--- src/rtl/core/tdf_pkg.sv ---
// ----------------------------------------------------------------------------
// tdf_pkg
// shared types and constants of the trace frame deformatter
// ----------------------------------------------------------------------------
package tdf_pkg;

  localparam int BYTE_W       = 8;
  localparam int ID_W         = 7;
  localparam int STORE_DEPTH  = 15;
  localparam int ADDR_W       = $clog2(STORE_DEPTH);
  localparam int POS_W        = 4;
  localparam int SLOT_W       = ADDR_W - 1;

  localparam logic [POS_W-1:0]  AUX_POS        = 4'd15;
  localparam logic [ADDR_W-1:0] LAST_STORE_IDX = 4'd14;
  localparam logic [SLOT_W-1:0] LAST_SLOT      = 3'd7;
  localparam logic [ID_W-1:0]   ACTIVE_RESET   = 7'd4;

  // controller states, one-hot
  typedef enum logic [2:0] {
    ST_COLLECT = 3'b001,
    ST_DECODE  = 3'b010,
    ST_FLUSH   = 3'b100
  } state_t;

  typedef struct packed {
    logic store;        // write the accepted byte into the frame store
    logic capture_aux;  // take the accepted byte as the aux byte
    logic step;         // decode the stored byte now on the read port
    logic flush;        // push the held result out as last of frame
  } ctrl_cmd_t;

  typedef struct packed {
    logic pos_is_aux;   // next byte is the aux byte
    logic idx_last;     // decoding the final stored byte
    logic blocked;      // a new result cannot be taken this cycle
    logic pend_valid;   // a result is held back
    logic out_free;     // output register can load
  } ctrl_status_t;

endpackage

--- src/rtl/core/tdf_ram.sv ---
// ----------------------------------------------------------------------------
// tdf_ram
// generic single write, single read RAM with registered read data
// ----------------------------------------------------------------------------
module tdf_ram #(
  parameter int WIDTH = 8,
  parameter int DEPTH = 16
) (
  input  logic                     clk,
  input  logic                     we,
  input  logic [$clog2(DEPTH)-1:0] waddr,
  input  logic [WIDTH-1:0]         wdata,
  input  logic [$clog2(DEPTH)-1:0] raddr,
  output logic [WIDTH-1:0]         rdata
);

  logic [WIDTH-1:0] mem [DEPTH];

  always_ff @(posedge clk) begin
    if (we) begin
      mem[waddr] <= wdata;
    end
    rdata <= mem[raddr];
  end

endmodule

--- src/rtl/core/tdf_datapath.sv ---
// ----------------------------------------------------------------------------
// tdf_datapath
// frame store, slot decode, held result and output register
// ----------------------------------------------------------------------------
module tdf_datapath (
  input  logic                           clk,
  input  logic                           rst,
  input  tdf_pkg::ctrl_cmd_t             cmd,
  output tdf_pkg::ctrl_status_t          status,
  input  logic [tdf_pkg::BYTE_W-1:0]     frame_byte,
  input  logic                           cfg_we,
  input  logic [tdf_pkg::ID_W-1:0]       cfg_data,
  output logic                           out_valid,
  input  logic                           out_ready,
  output logic [tdf_pkg::ID_W-1:0]       source_id,
  output logic [tdf_pkg::BYTE_W-1:0]     data_byte,
  output logic                           id_out_of_range,
  output logic                           aux_fault,
  output logic                           last_of_frame
);

  logic [tdf_pkg::POS_W-1:0]  byte_position;
  logic [tdf_pkg::ADDR_W-1:0] rd_index;
  logic [tdf_pkg::ADDR_W-1:0] rd_addr;
  logic [tdf_pkg::BYTE_W-1:0] rd_data;
  logic [tdf_pkg::BYTE_W-1:0] aux_byte;
  logic [tdf_pkg::ID_W-1:0]   current_source;
  logic [tdf_pkg::ID_W-1:0]   odd_source;
  logic [tdf_pkg::ID_W-1:0]   active_sources;

  logic                       pend_valid;
  logic [tdf_pkg::ID_W-1:0]   pend_src;
  logic [tdf_pkg::BYTE_W-1:0] pend_data;
  logic                       pend_oor;
  logic                       pend_fault;

  logic [tdf_pkg::SLOT_W-1:0] slot;
  logic                       is_even;
  logic                       abit;
  logic                       is_id;
  logic [tdf_pkg::ID_W-1:0]   nid;
  logic                       gen;
  logic                       gen_fault;
  logic                       gen_oor;
  logic [tdf_pkg::ID_W-1:0]   gen_src;
  logic [tdf_pkg::BYTE_W-1:0] gen_data;
  logic                       out_free;
  logic                       blocked;
  logic                       advance;
  logic                       step_move;
  logic                       flush_move;
  logic                       idx_last;

  tdf_ram #(
    .WIDTH (tdf_pkg::BYTE_W),
    .DEPTH (tdf_pkg::STORE_DEPTH)
  ) u_store (
    .clk   (clk),
    .we    (cmd.store),
    .waddr (byte_position),
    .wdata (frame_byte),
    .raddr (rd_addr),
    .rdata (rd_data)
  );

  assign is_even = ~rd_index[0];
  assign slot    = rd_index[tdf_pkg::ADDR_W-1:1];
  assign abit    = aux_byte[slot];
  assign is_id   = rd_data[0];
  assign nid     = rd_data[tdf_pkg::BYTE_W-1:1];

  always_comb begin
    gen       = 1'b0;
    gen_fault = 1'b0;
    gen_src   = current_source;
    gen_data  = rd_data;
    if (is_even) begin
      gen_fault = is_id & abit & (slot == tdf_pkg::LAST_SLOT);
      gen       = gen_fault | (~is_id & (current_source != '0));
      gen_data  = gen_fault ? '0 : {rd_data[tdf_pkg::BYTE_W-1:1], abit};
    end else begin
      gen     = (odd_source != '0);
      gen_src = odd_source;
    end
  end

  assign gen_oor    = ~gen_fault & (gen_src > active_sources);
  assign out_free   = ~out_valid | out_ready;
  assign blocked    = gen & pend_valid & ~out_free;
  assign advance    = cmd.step & ~blocked;
  assign step_move  = advance & gen & pend_valid;
  assign flush_move = cmd.flush & pend_valid & out_free;
  assign idx_last   = (rd_index == tdf_pkg::LAST_STORE_IDX);

  // hold the address while stalled so the read data stays put
  always_comb begin
    rd_addr = '0;
    if (cmd.step) begin
      rd_addr = (advance && !idx_last) ? rd_index + 1'b1 : rd_index;
    end
  end

  always_ff @(posedge clk) begin
    if (rst) begin
      byte_position  <= '0;
      rd_index       <= '0;
      current_source <= '0;
      odd_source     <= '0;
      active_sources <= tdf_pkg::ACTIVE_RESET;
      pend_valid     <= 1'b0;
      out_valid      <= 1'b0;
    end else begin
      if (cfg_we) begin
        active_sources <= cfg_data;
      end
      if (cmd.store) begin
        byte_position <= byte_position + 1'b1;
      end
      if (cmd.capture_aux) begin
        byte_position <= '0;
        rd_index      <= '0;
      end
      if (advance) begin
        rd_index <= rd_index + 1'b1;
        if (is_even) begin
          if (is_id && !gen_fault) begin
            current_source <= nid;
          end
          if (is_id) begin
            odd_source <= abit ? current_source : nid;
          end else begin
            odd_source <= current_source;
          end
        end
      end
      if (advance && gen) begin
        pend_valid <= 1'b1;
      end else if (flush_move) begin
        pend_valid <= 1'b0;
      end
      if (step_move || flush_move) begin
        out_valid <= 1'b1;
      end else if (out_ready) begin
        out_valid <= 1'b0;
      end
    end
  end

  always_ff @(posedge clk) begin
    if (cmd.capture_aux) begin
      aux_byte <= frame_byte;
    end
    if (advance && gen) begin
      pend_src   <= gen_src;
      pend_data  <= gen_data;
      pend_oor   <= gen_oor;
      pend_fault <= gen_fault;
    end
    if (step_move || flush_move) begin
      source_id       <= pend_src;
      data_byte       <= pend_data;
      id_out_of_range <= pend_oor;
      aux_fault       <= pend_fault;
      last_of_frame   <= flush_move;
    end
  end

  assign status.pos_is_aux = (byte_position == tdf_pkg::AUX_POS);
  assign status.idx_last   = idx_last;
  assign status.blocked    = blocked;
  assign status.pend_valid = pend_valid;
  assign status.out_free   = out_free;

endmodule

--- src/rtl/core/tdf_ctrl.sv ---
// ----------------------------------------------------------------------------
// tdf_ctrl
// sequencer: collect a frame, walk the stored bytes, flush the last result
// ----------------------------------------------------------------------------
module tdf_ctrl (
  input  logic                  clk,
  input  logic                  rst,
  input  logic                  in_valid,
  output logic                  in_ready,
  input  tdf_pkg::ctrl_status_t status,
  output tdf_pkg::ctrl_cmd_t    cmd
);

  tdf_pkg::state_t state;
  tdf_pkg::state_t state_next;

  always_comb begin
    state_next = state;
    cmd        = '0;
    in_ready   = 1'b0;
    unique case (state)
      tdf_pkg::ST_COLLECT: begin
        in_ready = 1'b1;
        if (in_valid) begin
          if (status.pos_is_aux) begin
            cmd.capture_aux = 1'b1;
            state_next      = tdf_pkg::ST_DECODE;
          end else begin
            cmd.store = 1'b1;
          end
        end
      end
      tdf_pkg::ST_DECODE: begin
        cmd.step = 1'b1;
        if (!status.blocked && status.idx_last) begin
          state_next = tdf_pkg::ST_FLUSH;
        end
      end
      tdf_pkg::ST_FLUSH: begin
        cmd.flush = 1'b1;
        if (!status.pend_valid || status.out_free) begin
          state_next = tdf_pkg::ST_COLLECT;
        end
      end
      default: begin
        state_next = tdf_pkg::ST_COLLECT;
      end
    endcase
  end

  always_ff @(posedge clk) begin
    if (rst) begin
      state <= tdf_pkg::ST_COLLECT;
    end else begin
      state <= state_next;
    end
  end

endmodule

--- src/rtl/core/trace_frame_deformatter.sv ---
// ----------------------------------------------------------------------------
// trace_frame_deformatter
// splits 16-byte trace frames into data bytes tagged with their source id
// ----------------------------------------------------------------------------
// bytes 0..14 of a frame are taken one per cycle; the aux byte starts decode
// decode walks the frame store one byte per cycle through its single read
// port, holding while the output is stalled, then a flush step follows
// no input is taken during decode; a decoded result waits in the held result
// register until the next result or the flush moves it to the output register
// sync reset: position and source id to 0, active_sources to 4, store kept
// ----------------------------------------------------------------------------
module trace_frame_deformatter (
  input  logic                       clk,
  input  logic                       rst,
  // raw byte stream
  input  logic                       in_valid,
  output logic                       in_ready,
  input  logic [tdf_pkg::BYTE_W-1:0] frame_byte,
  // decoded results
  output logic                       out_valid,
  input  logic                       out_ready,
  output logic [tdf_pkg::ID_W-1:0]   source_id,
  output logic [tdf_pkg::BYTE_W-1:0] data_byte,
  output logic                       id_out_of_range,
  output logic                       aux_fault,
  output logic                       last_of_frame,
  // active_sources register write
  input  logic                       cfg_valid,
  output logic                       cfg_ready,
  input  logic [tdf_pkg::ID_W-1:0]   cfg_data
);

  tdf_pkg::ctrl_cmd_t    cmd;
  tdf_pkg::ctrl_status_t status;

  // the register takes a write transfer in any cycle
  assign cfg_ready = 1'b1;

  // sequencer: owns the input handshake and the frame phases
  tdf_ctrl u_ctrl (
    .clk      (clk),
    .rst      (rst),
    .in_valid (in_valid),
    .in_ready (in_ready),
    .status   (status),
    .cmd      (cmd)
  );

  // datapath: frame store, source tracking, one held result so that the
  // final result of a frame can be marked, then the output register
  tdf_datapath u_datapath (
    .clk             (clk),
    .rst             (rst),
    .cmd             (cmd),
    .status          (status),
    .frame_byte      (frame_byte),
    .cfg_we          (cfg_valid & cfg_ready),
    .cfg_data        (cfg_data),
    .out_valid       (out_valid),
    .out_ready       (out_ready),
    .source_id       (source_id),
    .data_byte       (data_byte),
    .id_out_of_range (id_out_of_range),
    .aux_fault       (aux_fault),
    .last_of_frame   (last_of_frame)
  );

endmodule

--- config.mk ---
export PLATFORM = sky130hd
export DESIGN_NAME = trace_frame_deformatter
export DESIGN_NICKNAME = d
export VERILOG_FILES = /design/src/rtl/core/tdf_pkg.sv /design/src/rtl/core/tdf_ram.sv /design/src/rtl/core/tdf_datapath.sv /design/src/rtl/core/tdf_ctrl.sv /design/src/rtl/core/trace_frame_deformatter.sv
export SDC_FILE = /design/constraint.sdc
export NUM_CORES = 1
export LEC_CHECK = 0
export BUFFER_PORTS_ARGS = -buffer_cell sky130_fd_sc_hd__buf_2
export CORE_MARGIN = 4
export CORE_UTILIZATION = 25
export CTS_CLUSTER_DIAMETER = 40
export DETAILED_ROUTE_END_ITERATION = 10
export PLACE_DENSITY = 0.42
export SLEW_MARGIN = 30
export SYNTH_ARGS = -nofsm -noshare
export SYNTH_HDL_FRONTEND = slang
export SYNTH_HIERARCHICAL = 1
export SYNTH_SLANG_ARGS = --single-unit
--- constraint.sdc ---
create_clock -name clk -period 4.2 [get_ports clk]
set_clock_uncertainty 0.15 [all_clocks]
set_input_delay 0.21 -clock clk [delete_from_list [all_inputs] [get_ports clk]]
set_output_delay 0.21 -clock clk [all_outputs]
set_load 0.03 [all_outputs]
Word level (Yosys, flattened, before mapping):

Memories as Yosys holds them, arrays and structs flattened. A register that Yosys moved wholly into a read port is not among the register bits.
Index checks and enable logic that the tools add are counted.

* bits in read-only memories: 0
* word-level logic and storage cells: 102
* memories kept: 1
* output and inout bits: 21
* latch bits: 0
* input bits: 20
* register bits: 77
* RAM bits: 120

* add/subtract/negate cells: 2
* shifts and indexed selects: 0
* multipliers: 0
* reductions and logical operators: 19
* div/mod/pow operators: 0
* eq/ne operators: 10
* bitwise operators: 19
* mux-type cells: 31
* $lt $le $gt $ge: 2

Memory list
* u_datapath.u_store.mem: words 15, width 8, rd ports 1, clocked after Yosys merged registers in 1, write ports 1, RTL line tdf_ram.sv:17 `logic [WIDTH-1:0] mem [DEPTH];`

Operators by type and width (number)
* 2-to-1 mux 7 bit: 3
* 2-to-1 mux 4 bit: 4
* 2-to-1 mux 8 bit: 2
* 2-to-1 mux 1 bit: 14
* nonzero test 7 bit: 2
* 2-to-1 mux 3 bit: 4
* bitwise AND 1 bit: 11
* one-hot mux 3 bit (3 select lines): 1
* adder 4 x 1 -> 4 bit, second input constant: 2
* == test 4 bit, second input constant: 2
* greater-than comparator 7 bit: 1
* == test 3 bit, second input constant: 2
* inverter 1 bit: 6
* nonzero test 2 bit: 3
* logical AND 1 bit: 4
* zero test 1 bit: 4
* < comparator 3 x 4 -> 1 bit, second input constant: 1
* 2-to-1 mux 2 bit: 2
* inequality test 2 x 1 -> 1 bit, second input constant: 2
* inequality test 2 bit, second input constant: 2
* AND reduction 4 bit: 1
* binary-select mux 1 bit (select 3 bit): 1
* == test 3 x 1 -> 1 bit, second input constant: 1
* == test 3 x 2 -> 1 bit, second input constant: 1
* 5 further kinds: 7

Depth between registers and ports, before layout:

Gate-level depths: netlist of the first run.

* depth in word-level cells: 14
* depth in mapped cells: 14
* mapped depth without buffers: 9

By module:

The synthesis of the first run kept the hierarchy.

By module, submodules not included
* tdf_ram: sequential area each 3763.6 um2, times used 1, area an instance 4865.9 um2, cells an instance 229
* tdf_datapath: sequential area each 1911.8 um2, times used 1, area an instance 3203.1 um2, cells an instance 263
* tdf_ctrl: sequential area each 60.1 um2, times used 1, area an instance 222.7 um2, cells an instance 25
* trace_frame_deformatter: sequential area each 0.0 um2, times used 1, area an instance 11.3 um2, cells an instance 2

Least setup slack after synthesis of the first run:

OpenSTA, ideal clock, no wires.

* path kind: flip-flop to flip-flop
* start: register u_ctrl.state[1]
* end: register u_datapath.aux_fault (enable)
* library setup time: 0.375 ns
* path slack: 0.776 ns
* stages on the path, launching flop included: 7
* period minus slack after synthesis: 3.424 ns
* data arrival time: 2.900 ns
* cell sequence: dfxtp_1 > nor3b_2 > buf_4 > nand2_1 > a211oi_1 > nand2_1 > nand2_1

RTL lines
* from (decl): RTL line tdf_ctrl.sv:14 `tdf_pkg::state_t state;`
* from (signal assigned): RTL line tdf_ctrl.sv:53 `state <= tdf_pkg::ST_COLLECT;`
* from (signal assigned): RTL line tdf_ctrl.sv:55 `state <= state_next;`
* to (signal assigned): RTL line tdf_datapath.sv:163 `aux_fault <= pend_fault;`
* to (decl): RTL line tdf_datapath.sv:18 `output logic aux_fault,`

==> results.py, run 1 <==
metrics = {
    "clock_tree": {
        "cts_resized": 0,
        "htreeDepth": 1,
        "clk_latency_ps": 540,
        "path_clk_slew_ps": 60,
        "cts_tree": "built",
        "cts_setup_buffers": 0,
        "cts_sinks": 205,
        "cts_root_buf": "clkbuf_16",
        "cts_hold_buf": 25,
        "cts_buffers": 28,
        "clockBufferDepth": 3,
    },
    "status": {
        "status": "finished, final reports clean",
    },
    "synth": {
        "yosys-top-cells-area": "edfxtp_1 (59%), dfxtp_1 (10%), mux4_1 (4.4%), mux2i_1 (3.7%), mux4_2 (3.3%)",
        "synth.top_cell.area_share": 0.590,
        "yosysWarningCount": 6,
        "ys_seq_area_frac": 0.691,
        "post_synth_num_cell_types": 58,
        "syn_nets": 549,
        "syn_area_um2": 8300,
        "synth.avg_cell_area_um2": 16.0,
        "syn-instance-count": 519,
        "synth_seq_cells": 205,
        "synth_enable_flop_cells": 163,
        "ys.flop_type": "edfxtp_1",
        "yosys.area.top_type": "edfxtp_1",
        "synth-async-reset-ratio": 0,
    },
    "global_route": {
        "grt_start_max_net_pins": 34,
        "grt_use_total": 0.104,
        "antenna_found_initial": 0,
        "grt_pass1_wl_um": 28800,
        "grt_overflow": 0,
        "first_global_vias": 4761,
    },
    "worst_setup_path": {
        "start_kind": "flip-flop",
        "critical-path-top-delay-family": "compound AO/OA/AOI/OAI gates",
        "crit_chain": "nand3b_1, a21oi_1, a21boi_1, o21ai_0, a21oi_4, buf_4, mux4_1, a221o_1",
        "crit_fanout": 19,
        "crit_slowest_cell": "a21oi_4",
        "endpoint_kind": "flip-flop",
        "worst_ep_required_time_ps": 4480,
        "crit_arrival_ps": 3810,
        "cpPeakStageDelay_ps": 690,
        "path_buf_inv": 1,
        "path_class": "flip-flop to flip-flop",
    },
    "power": {
        "combPwrFrac": 0.027,
        "power.switching_uw": 1030,
        "p_leak_uw": 0.00344,
        "pwr-share-clk": 0.501,
        "intPower_uw": 3710,
        "p_sw_frac": 0.217,
        "ir_drop_mv": 0.324,
        "power_frac_seq": 0.471,
        "powerDensity_nw_per_um2": 464,
    },
    "route": {
        "post_drt_via_cell_ratio": 4.41,
        "wl_um": 18900,
        "num_vias": 4666,
        "wl_met1_um": 8710,
        "wire_per_inst_um": 17.9,
        "drcViolationCount": 0,
        "first_iter_violations": 249,
        "wl_met2_um": 8830,
        "wl_met3_um": 942,
        "drtAntennaViolNets": 0,
        "first_pass_iters": 4,
        "highest_layer": "met4",
    },
    "timing": {
        "worst_pin_slew_ps": 972,
        "rsz0062_at_grt": "false",
        "post-route-period-util": 0.840,
        "timing.setup.tns_ps": 0,
        "period_minus_slack_ps": 3530,
        "hold_viol_final": 0,
        "slew_viol_final": 0,
        "setup_viol": 0,
        "slew_headroom": 0.350,
        "max_freq_mhz": 284,
    },
    "placement": {
        "io_buffers": 39,
        "routabilityCongestion": 0.755,
        "dp_hpwl_um": 12400,
        "dp_cells": 982,
    },
    "floorplanning": {
        "pin_count": 41,
        "die_w_um": 190,
        "fp.dieArea_um2": 36200,
        "die-height_um": 190,
        "floorplan.initialDensity": 0.255,
        "core_um2": 32600,
        "num_rows": 66,
    },
    "final_layout": {
        "syn_to_final_growth_pct": 22.9,
        "postLayoutCoreUtil": 0.313,
        "drive_gt1_frac": 0.217,
        "fin_cells": 1059,
        "nets": 625,
        "antennaDiodeCount": 0,
    },
    "hold_path": {
        "hold_class": "primary input to flip-flop",
    },
    "flow_run": {
        "maxCapViolations": 0,
    },
}
==> power groups by stage <==
stage          combinational (µW)  clock [µW]  sequential, µW
6_report                      130        2380            2230
2_1_floorplan                61.0           0            2270
5_1_grt                       144        2550            2240
3_3_place_gp                  107           0            2280
3_5_place_dp                  112           0            2280
4_1_cts                       133        2440            2230
==> synthesized netlist by cell type, types with 4 or more instances <==
cell and number:
mux2i_1 31, dfxtp_1 42, edfxtp_1 163, mux2_2 8, nand2_1 24, nor2b_1 13
nor3_1 9, a21oi_1 11, inv_1 15, nor2_1 42, nand3b_1 6, buf_2 5
nand2b_1 4, buf_4 8, clkbuf_1 4, ha_1 10, buf_6 5, o21ai_0 13
a211oi_1 8, a22o_1 8, o21ai_1 4, a221o_1 8, mux4_2 12, nand3_1 4
mux4_1 14
==> sequential cells by signal, summed over array words and instances (netlist names), 3 cells and up <==
signal and count:
u_datapath/byte_position 4, u_datapath/source_id 7, u_datapath/u_store/mem 120, u_datapath/pend_data 8, u_datapath/pend_src 7, u_datapath/u_store/rdata 8
u_datapath/active_sources 7, u_datapath/odd_source 7, u_datapath/data_byte 8, u_datapath/aux_byte 8, u_datapath/current_source 7, u_datapath/rd_index 4
u_ctrl/state 3
==> cells in the final DEF (no fill, tap or decap), drive strengths merged, types with 4 or more instances in the layout <==
| cell | Yosys | final |
|---|---|---|
| nand3 | 4 | 4 |
| nor2b | 13 | 13 |
| buf | 22 | 49 |
| dlygate4sd3 | 0 | 25 |
| inv | 15 | 21 |
| ha | 10 | 10 |
| nor3b | 4 | 4 |
| and3 | 4 | 4 |
| nand2b | 4 | 4 |
| nand2 | 24 | 24 |
| mux4 | 26 | 26 |
| a221o | 8 | 8 |
| o21ai | 17 | 17 |
| clkinv | 0 | 9 |
| mux2 | 8 | 8 |
| nor2 | 42 | 42 |
| a22o | 8 | 8 |
| nor3 | 9 | 9 |
| a21oi | 12 | 12 |
| a211oi | 8 | 8 |
| dfxtp | 42 | 42 |
| clkbuf | 6 | 30 |
| clkinvlp | 0 | 4 |
| mux2i | 31 | 31 |
| edfxtp | 163 | 163 |
| nand3b | 6 | 6 |
==> area by class of cell <==
class / count / area (µm²)
clock buffers: 30 / 708
clock inverters: 22 / 258
fillers: 3193 / 22400
inverters: 15 / 56.3
multi-input cells: 271 / 2360
flip-flops and latches: 205 / 5740
well taps: 442 / 553
repair buffers: 74 / 533
==> kinds of logic after synthesis <==
family,synth area share
mux,0.125
xor+xnor,0.00317
fa+ha+maj,0.0151
other cells,0.000452
simple gates,0.0770
flops,0.691
buf+inv,0.0306
compound gates,0.0579
==> path summary, 6_finish.rpt <==
check,from,to,slack [ps],depth (start not counted)
max,u_datapath/pend_valid$_SDFFE_PP0P_,u_datapath/u_store/rdata[4]$_DFF_P_,670,8
min,rst,u_datapath/active_sources[6]$_SDFFE_PP0P_,50,2
max reg2reg,u_datapath/pend_valid$_SDFFE_PP0P_,u_datapath/u_store/rdata[4]$_DFF_P_,670,8
min reg2reg,u_datapath/pend_fault$_DFFE_PP_,u_datapath/aux_fault$_DFFE_PP_,270,0
==> layer usage <==
layer / track usage / up-vias
met5: 0 / -
met1: 0.143 / 2342
li1: - / 2175
met4: 0.0254 / 0
met3: 0.0205 / 33
met2: 0.170 / 116
==> through the flow <==
step / setup slack (ps) / instance area (µm²) / total power (µW) / hold slack, ps
2_1_floorplan: 776 / 8300 / 2330 / 132
3_3_place_gp: 712 / 8970 / 2380 / 258
3_5_place_dp: 688 / 8980 / 2390 / 255
4_1_cts: 682 / 10200 / 4800 / 47.0
5_1_grt: 496 / 10200 / 4930 / 86.1
6_report: 673 / 10200 / 4740 / 48.0
Power figures use the tool's default switching activity.
==> run 2: changes to the inputs <==
--- a/config.mk
+++ b/config.mk
@@ -10,7 +10,7 @@
 export CORE_UTILIZATION = 25
 export CTS_CLUSTER_DIAMETER = 40
 export DETAILED_ROUTE_END_ITERATION = 10
-export PLACE_DENSITY = 0.42
+export PLACE_DENSITY = 0.44
 export SLEW_MARGIN = 30
 export SYNTH_ARGS = -nofsm -noshare
 export SYNTH_HDL_FRONTEND = slang
==> constraint.sdc (replaced) <==
create_clock -name clk -period 3 [get_ports clk]
set_clock_uncertainty 0.15 [all_clocks]
set_input_delay 0.15 -clock clk [delete_from_list [all_inputs] [get_ports clk]]
set_output_delay 0.15 -clock clk [all_outputs]
set_load 0.03 [all_outputs]
==> run 2 against run 1 <==
  * Sequential power up 40%
  * First-iteration DRC count down 16%
  * Hold slack better by 220 ps
  * Sequential share of layout area down 3.4 points
  * Register-to-register slack worse by 590 ps
  * Non-clock buffer count up 53
  * Highest routed layer unchanged
==> results.py, run 2 (same netlist as run 1, synthesis figures left out) <==
metrics = {
    "status": {
        "status": "finished, final reports clean",
    },
    "hold_path": {
        "hold_depth": 0,
        "hold_class": "flip-flop to flip-flop",
    },
    "worst_setup_path": {
        "worstSetupPathDepth": 9,
        "crit_end": "u_datapath/u_store/rdata[0]$_DFF_P_",
        "path_buf_inv": 2,
        "r2r_cells": 9,
        "r2r_end": "u_datapath/u_store/rdata[0]$_DFF_P_",
        "start_kind": "flip-flop",
        "crit_fanout": 11,
        "critPathLaunch": "u_datapath/odd_source[0]$_SDFFE_PP0P_",
        "regToRegStartpoint": "u_datapath/odd_source[0]$_SDFFE_PP0P_",
        "endpoint_kind": "flip-flop",
        "critical-path-top-delay-family": "compound AO/OA/AOI/OAI gates",
        "crit_slowest_cell": "mux4_2",
        "path_class": "flip-flop to flip-flop",
        "worst_ep_required_time_ps": 3280,
        "r2r_setup_slack_ps": 80,
        "cpPeakStageDelay_ps": 560,
        "crit_arrival_ps": 3210,
        "crit_chain": "nor4_4, a21oi_2, a211o_1, a21oi_4, buf_12, buf_16, mux4_2, a22o_1, a221o_1",
    },
    "floorplanning": {
        "die_w_um": 190,
        "core_um2": 32600,
        "die-height_um": 190,
        "floorplan.initialDensity": 0.255,
        "fp.dieArea_um2": 36200,
        "num_rows": 66,
        "pin_count": 41,
    },
    "global_route": {
        "grt_overflow": 0,
        "grt_use_total": 0.103,
        "first_global_vias": 5126,
        "grt_pass1_wl_um": 29400,
        "antenna_found_initial": 0,
        "grt_start_max_net_pins": 34,
    },
    "timing": {
        "worst_pin_slew_ps": 720,
        "setup_viol": 0,
        "rsz0062_at_grt": "true",
        "slew_headroom": 0.518,
        "max_freq_mhz": 342,
        "post-route-period-util": 0.974,
        "fin_ws_ps": 78.5,
        "timing.setup.tns_ps": 0,
        "hold_viol_final": 0,
        "slew_viol_final": 0,
        "period_minus_slack_ps": 2920,
    },
    "power": {
        "p_total_uw": 6950,
        "power_frac_seq": 0.449,
        "p_leak_uw": 0.00383,
        "ir_drop_mv": 0.442,
        "pwr-share-clk": 0.523,
        "intPower_uw": 5410,
        "p_sw_frac": 0.222,
        "powerDensity_nw_per_um2": 639,
        "power.switching_uw": 1540,
        "combPwrFrac": 0.028,
    },
    "clock_tree": {
        "htreeDepth": 1,
        "cts_root_buf": "clkbuf_16",
        "path_clk_slew_ps": 60,
        "cts_tree": "built",
        "cts_sinks": 205,
        "cts_buffers": 31,
        "clk_latency_ps": 550,
        "clockBufferDepth": 3,
    },
    "final_layout": {
        "antennaDiodeCount": 0,
        "mostFrequentLayoutCell": "edfxtp_1",
        "drive_gt1_frac": 0.293,
        "nets": 681,
        "fin_cells": 1118,
        "postLayoutCoreUtil": 0.333,
        "syn_to_final_growth_pct": 31.0,
        "layout_common_cells": "edfxtp_1 (163), buf_4 (48), nor2_1 (42)",
        "num-fill-cells": 3147,
        "largest_register": "u_datapath/u_store/mem",
        "largest_reg_flops": 120,
    },
    "route": {
        "drcViolationCount": 0,
        "first_iter_violations": 210,
        "first_pass_iters": 4,
        "wire_per_inst_um": 17.0,
        "drtAntennaViolNets": 0,
        "wl_um": 19100,
        "post_drt_via_cell_ratio": 4.31,
        "num_vias": 4817,
    },
    "placement": {
        "dp_hpwl_um": 12400,
        "routabilityCongestion": 0.773,
        "io_buffers": 39,
        "post-place-ws_ps": -122,
        "dp_cells": 1021,
    },
    "flow_run": {
        "maxCapViolations": 0,
    },
}
[run 2: metal layers]
layer	part of all wire	GRT usage	vias to the layer above
met1	0.45	0.134	2383
li1	-	-	2292
met3	0.041	0.0222	47
met2	0.48	0.176	95
met4	0.029	0.0293	0
met5	0	0	-
[run 2: stage by stage]
step                hold slack, ps  area, µm²
floorplan                     72.4       8330
global placement               219       9280
detailed placement             228       9280
CTS                            271      10700
global route                   274      10900
finish                         269      10900
[run 2: power by group through the flow]
stage          combinational [µW]  clock (µW)  sequential, µW
2_1_floorplan                85.5           0            3170
3_3_place_gp                  155           0            3180
3_5_place_dp                  159           0            3190
4_1_cts                       195        3740            3130
5_1_grt                       213        3890            3130
6_report                      192        3640            3130
[run 2: final cells by class]
class | count | area (µm²) | share of cell area
clock buffers | 31 | 776 | 0.0713
repair buffers | 127 | 1060 | 0.0978
inverters | 15 | 56.3 | 0.00518
well taps | 442 | 553 | 0.0508
clock inverters | 27 | 302 | 0.0277
multi-input cells | 271 | 2390 | 0.219
flip-flops and latches | 205 | 5740 | 0.528
[run 2: repair_timing]
item,in CTS,in global routing
pin swaps,2,9
gates cloned,1,2
gates resized for setup,6,10
hold buffers,31,0
hold endpoints to repair,148,0
buffers inserted,1,4
setup endpoints to repair,8,8
[run 2: worst register-to-register path, delay by kind of cell, from the launching register on]
family	cells	cell delay (ps)
AO/OA/AOI/OAI	5	1140
flip-flops	1	330
AND/OR/NAND/NOR	1	340
buffers and inverters	2	290
multiplexers	1	560
[run 2: how the worst min path moves through the flow]
stage	start	to	slack, ps
finish	u_datapath/pend_src[5]$_DFFE_PP_	u_datapath/source_id[5]$_DFFE_PP_	270
global route	u_datapath/pend_src[5]$_DFFE_PP_	u_datapath/source_id[5]$_DFFE_PP_	270
CTS	u_datapath/pend_src[5]$_DFFE_PP_	u_datapath/source_id[5]$_DFFE_PP_	270
detailed placement	cfg_data[2]	u_datapath/active_sources[2]$_SDFFE_PP1P_	230
global placement	cfg_data[2]	u_datapath/active_sources[2]$_SDFFE_PP1P_	220
floorplan	rst	u_ctrl/state[2]$_SDFFE_PP0P_	70
